$ cat config.mk
export PLATFORM = sky130hd
export DESIGN_NAME = utf8_to_utf16_transcoder_top
export DESIGN_NICKNAME = d
export VERILOG_FILES = /design/src/sv/u8u16_pkg.sv /design/src/sv/u8u16_decode.sv /design/src/sv/u8u16_queue.sv /design/src/sv/u8u16_serialize.sv /design/src/sv/utf8_to_utf16_transcoder_top.sv
export SDC_FILE = /design/constraint.sdc
export NUM_CORES = 1
export LEC_CHECK = 0
export BUFFER_PORTS_ARGS = -buffer_cell sky130_fd_sc_hd__buf_2
export CAP_MARGIN = 20
export CORE_UTILIZATION = 64
export CTS_BUF_LIST = sky130_fd_sc_hd__clkbuf_8
export CTS_CLUSTER_DIAMETER = 80
export CTS_CLUSTER_SIZE = 30
export DETAILED_ROUTE_END_ITERATION = 8
export HOLD_SLACK_MARGIN = 0.12
export PLACE_DENSITY = 0.8
export SETUP_SLACK_MARGIN = 0.5
export SYNTH_ARGS = -nofsm -noshare
export SYNTH_HDL_FRONTEND = slang
export SYNTH_SLANG_ARGS = --single-unit
$ cat constraint.sdc
create_clock -name i_clk -period 5.4 [get_ports i_clk]
set_input_delay 1.08 -clock i_clk [delete_from_list [all_inputs] [get_ports i_clk]]
set_output_delay 1.08 -clock i_clk [all_outputs]
set_load 0.02 [all_outputs]
$ cat src/sv/u8u16_pkg.sv
package u8u16_pkg;

    localparam logic [15:0] REPL_UNIT  = 16'hFFFD;
    localparam logic [15:0] HI_SURR    = 16'hD800;
    localparam logic [15:0] LO_SURR    = 16'hDC00;
    localparam logic [20:0] SURR_MIN   = 21'h00D800;
    localparam logic [20:0] SURR_MAX   = 21'h00DFFF;
    localparam logic [20:0] POINT_MAX  = 21'h10FFFF;
    localparam logic [20:0] BMP_MAX    = 21'h00FFFF;
    localparam logic [20:0] PLANE_BASE = 21'h010000;
    localparam logic [20:0] MIN_LEN2   = 21'h000080;
    localparam logic [20:0] MIN_LEN3   = 21'h000800;
    localparam logic [20:0] MIN_LEN4   = 21'h010000;

    localparam logic [2:0] LEN_NONE = 3'd0;
    localparam logic [2:0] LEN_TWO  = 3'd2;
    localparam logic [2:0] LEN_THREE = 3'd3;
    localparam logic [2:0] LEN_FOUR = 3'd4;

    localparam int QUEUE_DEPTH = 4;
    localparam int QPTR_W      = $clog2(QUEUE_DEPTH);

    // units of one input byte: n_repl replacement units, then n_tail tail units
    typedef struct packed {
        logic [2:0]  n_repl;
        logic [1:0]  n_tail;
        logic [15:0] tail0;
        logic [15:0] tail1;
    } t_burst;

endpackage

$ cat src/sv/u8u16_decode.sv
module u8u16_decode (
    input  logic                i_clk,
    input  logic                i_rst_n,
    input  logic                i_accept,
    input  logic [7:0]          i_byte,
    input  logic                i_end,
    output logic                o_push,
    output u8u16_pkg::t_burst   o_burst
);

    logic [2:0]  r_len;
    logic [1:0]  r_held;
    logic [20:0] r_cp;
    logic [2:0]  n_len;
    logic [1:0]  n_held;
    logic [20:0] n_cp;

    logic        seq_open;
    logic        is_cont;
    logic        fresh;
    logic [2:0]  held_inc;
    logic [20:0] cp_ext;
    logic [19:0] cp_off;
    logic        bad;
    u8u16_pkg::t_burst burst;

    assign seq_open = (r_len != u8u16_pkg::LEN_NONE);
    assign is_cont  = (i_byte[7:6] == 2'b10);
    assign held_inc = {1'b0, r_held} + 3'd1;
    assign cp_ext   = {r_cp[14:0], i_byte[5:0]};
    assign cp_off   = 20'(cp_ext - u8u16_pkg::PLANE_BASE);

    always_comb begin
        bad = 1'b0;
        if (r_len == u8u16_pkg::LEN_TWO && cp_ext < u8u16_pkg::MIN_LEN2) bad = 1'b1;
        if (r_len == u8u16_pkg::LEN_THREE && cp_ext < u8u16_pkg::MIN_LEN3) bad = 1'b1;
        if (r_len == u8u16_pkg::LEN_FOUR && cp_ext < u8u16_pkg::MIN_LEN4) bad = 1'b1;
        if (cp_ext >= u8u16_pkg::SURR_MIN && cp_ext <= u8u16_pkg::SURR_MAX) bad = 1'b1;
        if (cp_ext > u8u16_pkg::POINT_MAX) bad = 1'b1;
    end

    always_comb begin
        n_len  = r_len;
        n_held = r_held;
        n_cp   = r_cp;
        fresh  = 1'b0;
        burst  = '0;
        if (seq_open) begin
            if (is_cont) begin
                if (held_inc + 3'd1 == r_len) begin
                    n_len  = u8u16_pkg::LEN_NONE;
                    n_held = 2'd0;
                    n_cp   = '0;
                    burst.n_tail = 2'd1;
                    if (bad) begin
                        burst.tail0 = u8u16_pkg::REPL_UNIT;
                    end else if (cp_ext <= u8u16_pkg::BMP_MAX) begin
                        burst.tail0 = cp_ext[15:0];
                    end else begin
                        burst.n_tail = 2'd2;
                        burst.tail0  = u8u16_pkg::HI_SURR | {6'd0, cp_off[19:10]};
                        burst.tail1  = u8u16_pkg::LO_SURR | {6'd0, cp_off[9:0]};
                    end
                end else begin
                    n_held = held_inc[1:0];
                    n_cp   = cp_ext;
                end
            end else begin
                burst.n_repl = {1'b0, r_held} + 3'd1;
                n_len  = u8u16_pkg::LEN_NONE;
                n_held = 2'd0;
                n_cp   = '0;
                fresh  = 1'b1;
            end
        end else begin
            fresh = 1'b1;
        end

        if (fresh) begin
            unique casez (i_byte)
                8'b0???????: begin
                    burst.n_tail = 2'd1;
                    burst.tail0  = {8'd0, i_byte};
                end
                8'b110?????: begin
                    n_len  = u8u16_pkg::LEN_TWO;
                    n_held = 2'd0;
                    n_cp   = {16'd0, i_byte[4:0]};
                end
                8'b1110????: begin
                    n_len  = u8u16_pkg::LEN_THREE;
                    n_held = 2'd0;
                    n_cp   = {17'd0, i_byte[3:0]};
                end
                8'b11110???: begin
                    n_len  = u8u16_pkg::LEN_FOUR;
                    n_held = 2'd0;
                    n_cp   = {18'd0, i_byte[2:0]};
                end
                default: begin
                    burst.n_repl = burst.n_repl + 3'd1;
                end
            endcase
        end

        if (i_end) begin
            if (n_len != u8u16_pkg::LEN_NONE) begin
                burst.n_repl = burst.n_repl + {1'b0, n_held} + 3'd1;
            end
            n_len  = u8u16_pkg::LEN_NONE;
            n_held = 2'd0;
            n_cp   = '0;
        end
    end

    always_ff @(posedge i_clk) begin
        if (!i_rst_n) begin
            r_len  <= u8u16_pkg::LEN_NONE;
            r_held <= 2'd0;
            r_cp   <= '0;
        end else if (i_accept) begin
            r_len  <= n_len;
            r_held <= n_held;
            r_cp   <= n_cp;
        end
    end

    assign o_push  = i_accept && ((burst.n_repl != 3'd0) || (burst.n_tail != 2'd0));
    assign o_burst = burst;

endmodule

$ cat src/sv/u8u16_queue.sv
module u8u16_queue (
    input  logic                i_clk,
    input  logic                i_rst_n,
    input  logic                i_push,
    input  u8u16_pkg::t_burst   i_burst,
    input  logic                i_pop,
    output logic                o_full,
    output logic                o_valid,
    output u8u16_pkg::t_burst   o_head
);

    localparam int CNT_W = u8u16_pkg::QPTR_W + 1;

    u8u16_pkg::t_burst r_mem [u8u16_pkg::QUEUE_DEPTH];
    logic [u8u16_pkg::QPTR_W-1:0] r_wr;
    logic [u8u16_pkg::QPTR_W-1:0] r_rd;
    logic [CNT_W-1:0]             r_cnt;

    assign o_full  = (r_cnt == CNT_W'(u8u16_pkg::QUEUE_DEPTH));
    assign o_valid = (r_cnt != '0);
    assign o_head  = r_mem[r_rd];

    always_ff @(posedge i_clk) begin
        if (i_push) begin
            r_mem[r_wr] <= i_burst;
        end
    end

    always_ff @(posedge i_clk) begin
        if (!i_rst_n) begin
            r_wr  <= '0;
            r_rd  <= '0;
            r_cnt <= '0;
        end else begin
            if (i_push) begin
                r_wr <= r_wr + u8u16_pkg::QPTR_W'(1);
            end
            if (i_pop) begin
                r_rd <= r_rd + u8u16_pkg::QPTR_W'(1);
            end
            if (i_push && !i_pop) begin
                r_cnt <= r_cnt + CNT_W'(1);
            end else if (i_pop && !i_push) begin
                r_cnt <= r_cnt - CNT_W'(1);
            end
        end
    end

endmodule

$ cat src/sv/u8u16_serialize.sv
module u8u16_serialize (
    input  logic                i_clk,
    input  logic                i_rst_n,
    input  logic                i_valid,
    input  u8u16_pkg::t_burst   i_head,
    input  logic                i_ready,
    output logic                o_pop,
    output logic                o_valid,
    output logic [15:0]         o_unit,
    output logic                o_last
);

    logic [1:0] r_idx;
    logic [2:0] total;
    logic [2:0] tail_pos;

    assign total    = i_head.n_repl + {1'b0, i_head.n_tail};
    assign tail_pos = {1'b0, r_idx} - i_head.n_repl;
    assign o_valid  = i_valid;
    assign o_last   = ({1'b0, r_idx} == total - 3'd1);
    assign o_pop    = i_valid && i_ready && o_last;

    always_comb begin
        if ({1'b0, r_idx} < i_head.n_repl) begin
            o_unit = u8u16_pkg::REPL_UNIT;
        end else if (tail_pos[0]) begin
            o_unit = i_head.tail1;
        end else begin
            o_unit = i_head.tail0;
        end
    end

    always_ff @(posedge i_clk) begin
        if (!i_rst_n) begin
            r_idx <= 2'd0;
        end else if (i_valid && i_ready) begin
            if (o_last) begin
                r_idx <= 2'd0;
            end else begin
                r_idx <= r_idx + 2'd1;
            end
        end
    end

endmodule

$ cat src/sv/utf8_to_utf16_transcoder_top.sv
// channel   dir   tdata                tlast
// s_axis    in    [7:0] byte_in        string_end
// m_axis    out   [15:0] code_unit     run_last
//
// One byte is taken per cycle while the four-entry burst queue has room.
// Each queued byte gives up to four words, shown one per cycle from the queue head.
// A byte that gives at most one word sustains one byte per cycle.
// Synchronous active-low reset closes any open sequence and empties the queue.
// Output stalls hold the head word; input stalls only when the queue is full.
module utf8_to_utf16_transcoder_top (
    input  logic        i_clk,
    input  logic        i_rst_n,
    input  logic        i_tvalid,
    output logic        o_tready,
    input  logic [7:0]  i_tdata,    // [7:0] byte_in
    input  logic        i_tlast,
    output logic        o_tvalid,
    input  logic        i_tready,
    output logic [15:0] o_tdata,    // [15:0] code_unit
    output logic        o_tlast
);

    logic              accept;
    logic              push;
    logic              pop;
    logic              full;
    logic              head_valid;
    u8u16_pkg::t_burst burst;
    u8u16_pkg::t_burst head;

    assign o_tready = !full;
    assign accept   = i_tvalid && !full;

    u8u16_decode u_decode (
        .i_clk    (i_clk),
        .i_rst_n  (i_rst_n),
        .i_accept (accept),
        .i_byte   (i_tdata),
        .i_end    (i_tlast),
        .o_push   (push),
        .o_burst  (burst)
    );

    u8u16_queue u_queue (
        .i_clk    (i_clk),
        .i_rst_n  (i_rst_n),
        .i_push   (push),
        .i_burst  (burst),
        .i_pop    (pop),
        .o_full   (full),
        .o_valid  (head_valid),
        .o_head   (head)
    );

    u8u16_serialize u_serialize (
        .i_clk    (i_clk),
        .i_rst_n  (i_rst_n),
        .i_valid  (head_valid),
        .i_head   (head),
        .i_ready  (i_tready),
        .o_pop    (pop),
        .o_valid  (o_tvalid),
        .o_unit   (o_tdata),
        .o_last   (o_tlast)
    );

endmodule

Yosys cells after proc, flatten, opt, wreduce, memory -nomap -nowiden

Memories as Yosys holds them, arrays and structs flattened. A register that Yosys moved wholly into a read port is not among the register bits.
Cells that the tools add are included.
Widths: inputs -> output; s select.

Memories kept: 1
Bits in registers: 35
RAM bits: 148
Input port bits: 13

Equality and inequality tests: 10
Multiplexer cells: 49
Magnitude comparators: 8
Add/sub/neg operators: 14
Bitwise gates (word level): 1
Reductions and logical operators: 22

Memories:

| memory        | depth | bits a word | read ports | clocked after memory_dff | wr ports | RTL line          | RTL |
|---|---|---|---|---|---|---|---|
| u_queue.r_mem | 4     | 37          | 1          | 1                        | 1        | u8u16_queue.sv:14 | `u8u16_pkg::t_burst r_mem [u8u16_pkg::QUEUE_DEPTH];` |

Operators with widths:

| kind                   | number |
|---|---|
| $mux 21                | 6 |
| $mux 16                | 6 |
| $mux 34                | 2 |
| $pmux 21 s3            | 1 |
| $le 21x16->1 const B   | 2 |
| $mux 37                | 1 |
| $mux 3                 | 11 |
| $mux 2                 | 11 |
| $ge 21x16->1 const B   | 1 |
| $gt 21x21->1 const B   | 1 |
| $lt 21x12->1 const B   | 1 |
| $lt 21x17->1 const B   | 1 |
| $lt 21x8->1 const B    | 1 |
| $sub 20x17->20 const B | 1 |
| $mux 18                | 1 |
| $add 3x1->3 const B    | 4 |
| $reduce_bool 3->1      | 4 |
| $logic_and 1x1->1      | 10 |
| $eq 3x3->1 const B     | 3 |
| $mux 1                 | 9 |
| $pmux 3 s3             | 1 |
| $add 2x1->2 const B    | 3 |
| $add 3x2->3            | 2 |
| $eq 3x2->1 const B     | 2 |
| other kinds (15)       | 19 |

Longest topological paths before layout

Word-level depth: 25
Gate-level depth with buffers: 20
Gate-level depth less buffers: 19

By module

A second synthesis with hierarchy kept.

Cells, all modules: 560
Area, all modules: 8,264.2 sq um

Modules (own cells, without submodules):

| module                       | sequential area each (sq um) | cells each | instances | area an instance (sq um) |
|---|---|---|---|---|
| u8u16_queue                  | 4,624.4                      | 236        | 1         | 5,841.9 |
| u8u16_decode                 | 400.4                        | 256        | 1         | 1,909.3 |
| u8u16_serialize              | 40.0                         | 66         | 1         | 503.0 |
| utf8_to_utf16_transcoder_top | 0.0                          | 2          | 1         | 10.0 |

Worst setup path after synthesis

OpenSTA, ideal clock, no wires.

Path kind: input to register
Start: input port i_tdata[7]
End: register u_queue.r_cnt[2]
Slack: 0.930 ns
Path buffers: 1
Stages: 17
Arrival: 4.394 ns
Path through: buf_2 inv_1 nor2_1 nor2_1 ha_1 a31oi_1 o221ai_1 fa_1 xor2_1 o41ai_2 a21oi_2 ha_1 inv_1 fa_1 xor2_1 or3_1 a21boi_0

Cells in the longest elaborated chain, start to end: 16
Elaborated cells on any way between the ends: 38
Those cells by class: add/sub: 3; eq/ne: 4; mux: 19; bitwise: 1; reduce/logical: 11

Ends and longest elaborated chain:

| what                               | RTL line                           | RTL |
|---|---|---|
| from (decl)                        | utf8_to_utf16_transcoder_top.sv:15 | `input logic [7:0] i_tdata,` |
| $eq 2x2->1                         | u8u16_decode.sv:28                 | `assign is_cont = (i_byte[7:6] == 2'b10);` |
| $mux 3                             | u8u16_decode.sv:49                 | `if (is_cont) begin` |
| $mux 37                            | u8u16_decode.sv:48                 | `if (seq_open) begin` |
| $add 3x1->3                        | u8u16_decode.sv:101                | `burst.n_repl = burst.n_repl + 3'd1;` |
| $mux 3                             | u8u16_decode.sv:80                 | `unique casez (i_byte)` |
| $mux 21                            | u8u16_decode.sv:79                 | `if (fresh) begin` |
| $add 3x2->3                        | u8u16_decode.sv:108                | `burst.n_repl = burst.n_repl + {1'b0, n_held} + 3'd1;` |
| $add 3x1->3                        | u8u16_decode.sv:108                |  |
| $mux 3                             | u8u16_decode.sv:107                | `if (n_len != u8u16_pkg::LEN_NONE) begin` |
| $mux 3                             | u8u16_decode.sv:106                | `if (i_end) begin` |
| $reduce_bool 3->1                  | u8u16_decode.sv:128                | `assign o_push = i_accept && ((burst.n_repl != 3'd0) \|\| (burst.n_tail != 2'd0));` |
| $logic_or 1x1->1 *                 | u8u16_decode.sv:128                |  |
| $logic_and 1x1->1 *                | u8u16_decode.sv:128                |  |
| via push                           | utf8_to_utf16_transcoder_top.sv:24 | `logic push;` |
| $logic_not 1->1                    | u8u16_queue.sv:43                  | `end else if (i_pop && !i_push) begin` |
| $logic_and 1x1->1                  | u8u16_queue.sv:43                  |  |
| $reduce_bool 2->1 (no source line) | n/a                                |  |
| to (signal assigned)               | u8u16_queue.sv:42                  | `r_cnt <= r_cnt + CNT_W'(1);` |
| to (signal assigned)               | u8u16_queue.sv:44                  | `r_cnt <= r_cnt - CNT_W'(1);` |
| to (decl)                          | u8u16_queue.sv:17                  | `logic [CNT_W-1:0] r_cnt;` |

The timed path passes the listed nets; every way through them passes the cells marked *.
A chain may end at the register's enable or synchronous reset.

==> reports/summary.txt <==
===================================================================================
Type of destination of the critical path                                output port
Vias in the first global route                                                 4482
Source of the worst register-to-register timing path                   u_decode.r_held[0]
Worst-path clk slew                                                           90 ps
Switching power                                                            0.941 mW
Antenna violations before repair                                                  0
Commonest non-fill, non-tap cell in the layout                             edfxtp_1
Delay contributed by the slowest stage of the critical path                  590 ps
Kind of critical path                                                    reg -> out
Vias per std cell                                                              6.31
Count of placed standard cells in the final layout, fillers left out            720
Final hold vios                                                                   0
Clock power share                                                             28.8%
Number of cell instances on the worst register-to-register path                  19
Combinational power share                                                     24.1%
Slew Viols, Final                                                                 0
Quantity of hold-fixing buffers added after cts                                   0
Async set-or-reset flop fraction in the synthesized netlist                      0%
Post-detail-place hpwl                                                      9.59 mm
DRC violation total after the first TritonRoute iteration                       471
Filler Cells Inserted                                                           750
Share of the synthesized area in the top cell type                            52.7%
Worst path arrival time                                                     3510 ps
Number of nets in the layout                                                    598
Most area-consuming cells after synthesis                              edfxtp_1 53%, mux4_2 9.9%, dfxtp_1 8.5%
Primary FF master, synth                                                   edfxtp_1
Sum of routed wire length over all layers                                   14.6 mm
Slew Limit Headroom                                                           43.5%
Static leakage                                                              2.79 nW
Clock buffer depth                                                                2
Worst IR drop on VDD                                                       0.264 mV
Core region area                                                          11000 um2
Highest clock rate                                                          218 MHz
Power Density                                                            386 nW/um2
Cell-internal power                                                         2.15 mW
CTS root buf                                                               clkbuf_8
MaxCap Viol Count                                                                 0
Endpoint of the worst register-to-register path                        u_queue.r_cnt[2]
Minimum setup slack after placement                                          454 ps
Slew at the pin with the worst max-slew slack                                843 ps
Global Route Usage Sum                                                        26.9%
Library cell occupying the most area in the post-synthesis netlist         edfxtp_1
Standard cell with the maximum stage delay on the critical path              mux4_2
Insertion delay of the later-clocked pin in the worst-skew pair              440 ps
Total setup violations reported at the end of the flow                            0
DRC Markers                                                                       0
Synthesis warning total                                                           0
Area of the die                                                           11800 um2
Total Negative Setup Slacks                                                    0 ps
Top library cells by usage in the layout, fill and taps aside          128 x edfxtp_1, 64 x nand2_1, 32 x mux4_2
Clock tree from TritonCTS                                                     built
Pin count of the biggest net entering global routing                             33
Overflow left after global routing                                                0
Number of placed I/O pins                                                        32
Num CTS Buffers                                                                  17
# H-tree levels                                                                   4
Buffers on Ports                                                                 31
Sequential share of the synthesized area                                      61.2%
Depth of the worst hold-timing path                                               2
Via count                                                                      4541
Run status                                                             complete, no violations
# clock sinks                                                                   159
Number of placement rows                                                         38
Required time worst endpoint                                                4320 ps
Count of instances resized after the clock tree is built                          0
Global-route wire length before repair                                      23.1 mm
Chip height                                                                  109 um
Cell count after placement                                                      688
Critical path buffers and inverters                                               4
Worst R2R Setup Slack                                                        920 ps
Area growth from synthesis to final layout                                    9.89%
Width of the chip                                                            109 um
Hold path startpoint                                                   u_queue.r_wr[1]
Final hold slack                                                             514 ps
Total iterations of the first detailed-routing run                                5
Share of final-layout standard cells stronger than drive strength 1           20.7%
Net count after synthesis                                                       560
RePlAce Congestion                                                            0.889
Min-Delay Endpoint                                                     u_queue.r_wr[1]
Flip-flop and latch count after synthesis                                       159
Register cell area after layout                                            4470 um2
Number of enable-type register cells in the synthesized netlist                 128
Unique cell type count in the Yosys netlist                                      59
Relative contribution of sequential cells to total power                      47.0%
Buffers inserted during post-CTS setup optimization                               0
Area taken by multi-input logic gates                                      2660 um2
Summed instance area of the synthesized netlist                            7290 um2
Setup repair after global routing missed its margin                              no
Gate family responsible for the most delay along the worst path        buffers and inverters
Count of antenna-violating nets left after detailed routing                       0
Initial cell density of the core                                              66.4%
Final worst path period need                                                4590 ps
Share of the cycle needed by the critical path after routing                  85.0%
Number of antenna repair diodes                                                   0
Switching share of power                                                      30.4%
Cells along the critical path                                          buf_4 -> mux4_2 -> inv_1 -> ha_1 -> inv_1 -> ha_1 -> xor2_1 -> nor3_1 -> buf_2
Average cell area after synthesis                                          13.8 um2
Critical path fanouts, max                                                       30
Type of the tightest min-delay check                                     reg -> reg
Routed length per placed instance                                           20.3 um
Minimum setup slack in the final design                                      810 ps
Post-synthesis cell count                                                       529
Launching element type of the critical path                                    flop
Layout Skew                                                                 11.7 ps
===================================================================================
## flip-flops by register name (all words and copies together), names as in the netlist, named ones only
signal             flops
u_decode.r_cp         15
u_serialize.r_idx      2
u_decode.r_len         3
u_queue.r_rd           2
u_queue.r_wr           2
u_queue.r_mem        128
u_queue.r_cnt          3
u_decode.r_held        2
## worst register-to-register path, cell delays in order, from the launching register on
cell and delay (ps):
dfxtp_1 530, inv_1 80, ha_1 350, xnor2_1 190, mux2i_1 310, a211o_2 240, o21ai_0 120, nand2_1 100
ha_1 150, inv_1 50, fa_1 390, xor2_1 200, o41ai_2 100, a21oi_2 290, ha_1 250, inv_1 60
fa_1 370, xor2_1 160, or3_1 320, a21boi_0 160
## power by group through the flow
stage / combinational (mW) / sequential [mW] / clock (mW)
after global placement: 0.736 / 1.48 / 0
after CTS: 0.759 / 1.46 / 0.900
after global routing: 0.829 / 1.47 / 0.941
after detailed placement: 0.754 / 1.49 / 0
final: 0.746 / 1.46 / 0.893
after floorplan: 0.547 / 1.47 / 0
## worst max path at each step
stage          slack [ps]          startpoint  cells after the start               end
6_report              810                flop                      9           o_tlast
3_3_place_gp          700          i_tdata[7]                     17  u_queue.r_cnt[2]
2_1_floorplan         930          i_tdata[7]                     17  u_queue.r_cnt[2]
3_5_place_dp          450          i_tdata[7]                     17  u_queue.r_cnt[2]
4_1_cts               770                flop                      9           o_tlast
5_1_grt               580  u_decode.r_held[0]                     19  u_queue.r_cnt[2]
## logic make-up (layout without fill, tap and decap cells)
kind of cell    Yosys count  count (layout)  synth area share [%]
compound gates           76              76                  7.62
xor+xnor                 15              15                  1.80
fa+ha+maj                18              18                  3.30
buf+inv                  42              93                  2.28
flops                   159             159                  61.2
mux                      39              39                  10.9
simple gates            180             180                  12.9
## synthesized netlist by cell type (all sizes together), types with 13 or more instances
| library cell | number |
|---|---|
| dfxtp | 31 |
| ha | 16 |
| nand3 | 17 |
| clkbuf | 13 |
| inv | 20 |
| edfxtp | 128 |
| and2 | 13 |
| nand2 | 64 |
| nor2 | 22 |
| o21ai | 13 |
| mux4 | 32 |
| a22oi | 16 |
| nor2b | 18 |
## routing by layer
layer | wire, um | track usage, % | share of wire (%)
met5 | 0 | 0 | 0
met3 | 909 | 4.78 | 6.2
met4 | 423 | 12.4 | 2.9
met2 | 7220 | 43.5 | 49
met1 | 6090 | 35.7 | 42
## stage by stage
stage                     area [um2]  power (mW)  utilization (%)
after floorplan                 7290        2.02                -
after global placement          7600        2.21             69.2
after detailed placement        7600        2.24             69.2
after CTS                       8010        3.12             72.9
after global routing            8010        3.24             72.9
final                           8010        3.10             72.9
## area by class of cell
type                       count  share of cell area, %
sequential                   159                   55.7
timing repair buffer          41                   2.87
multi-input combinational    328                   33.2
inverter                      20                  0.937
clock inverter                15                   2.14
clock buffer                  17                   2.92
tap                          140                   2.19
No activity file was read; power rests on OpenSTA's default activity.
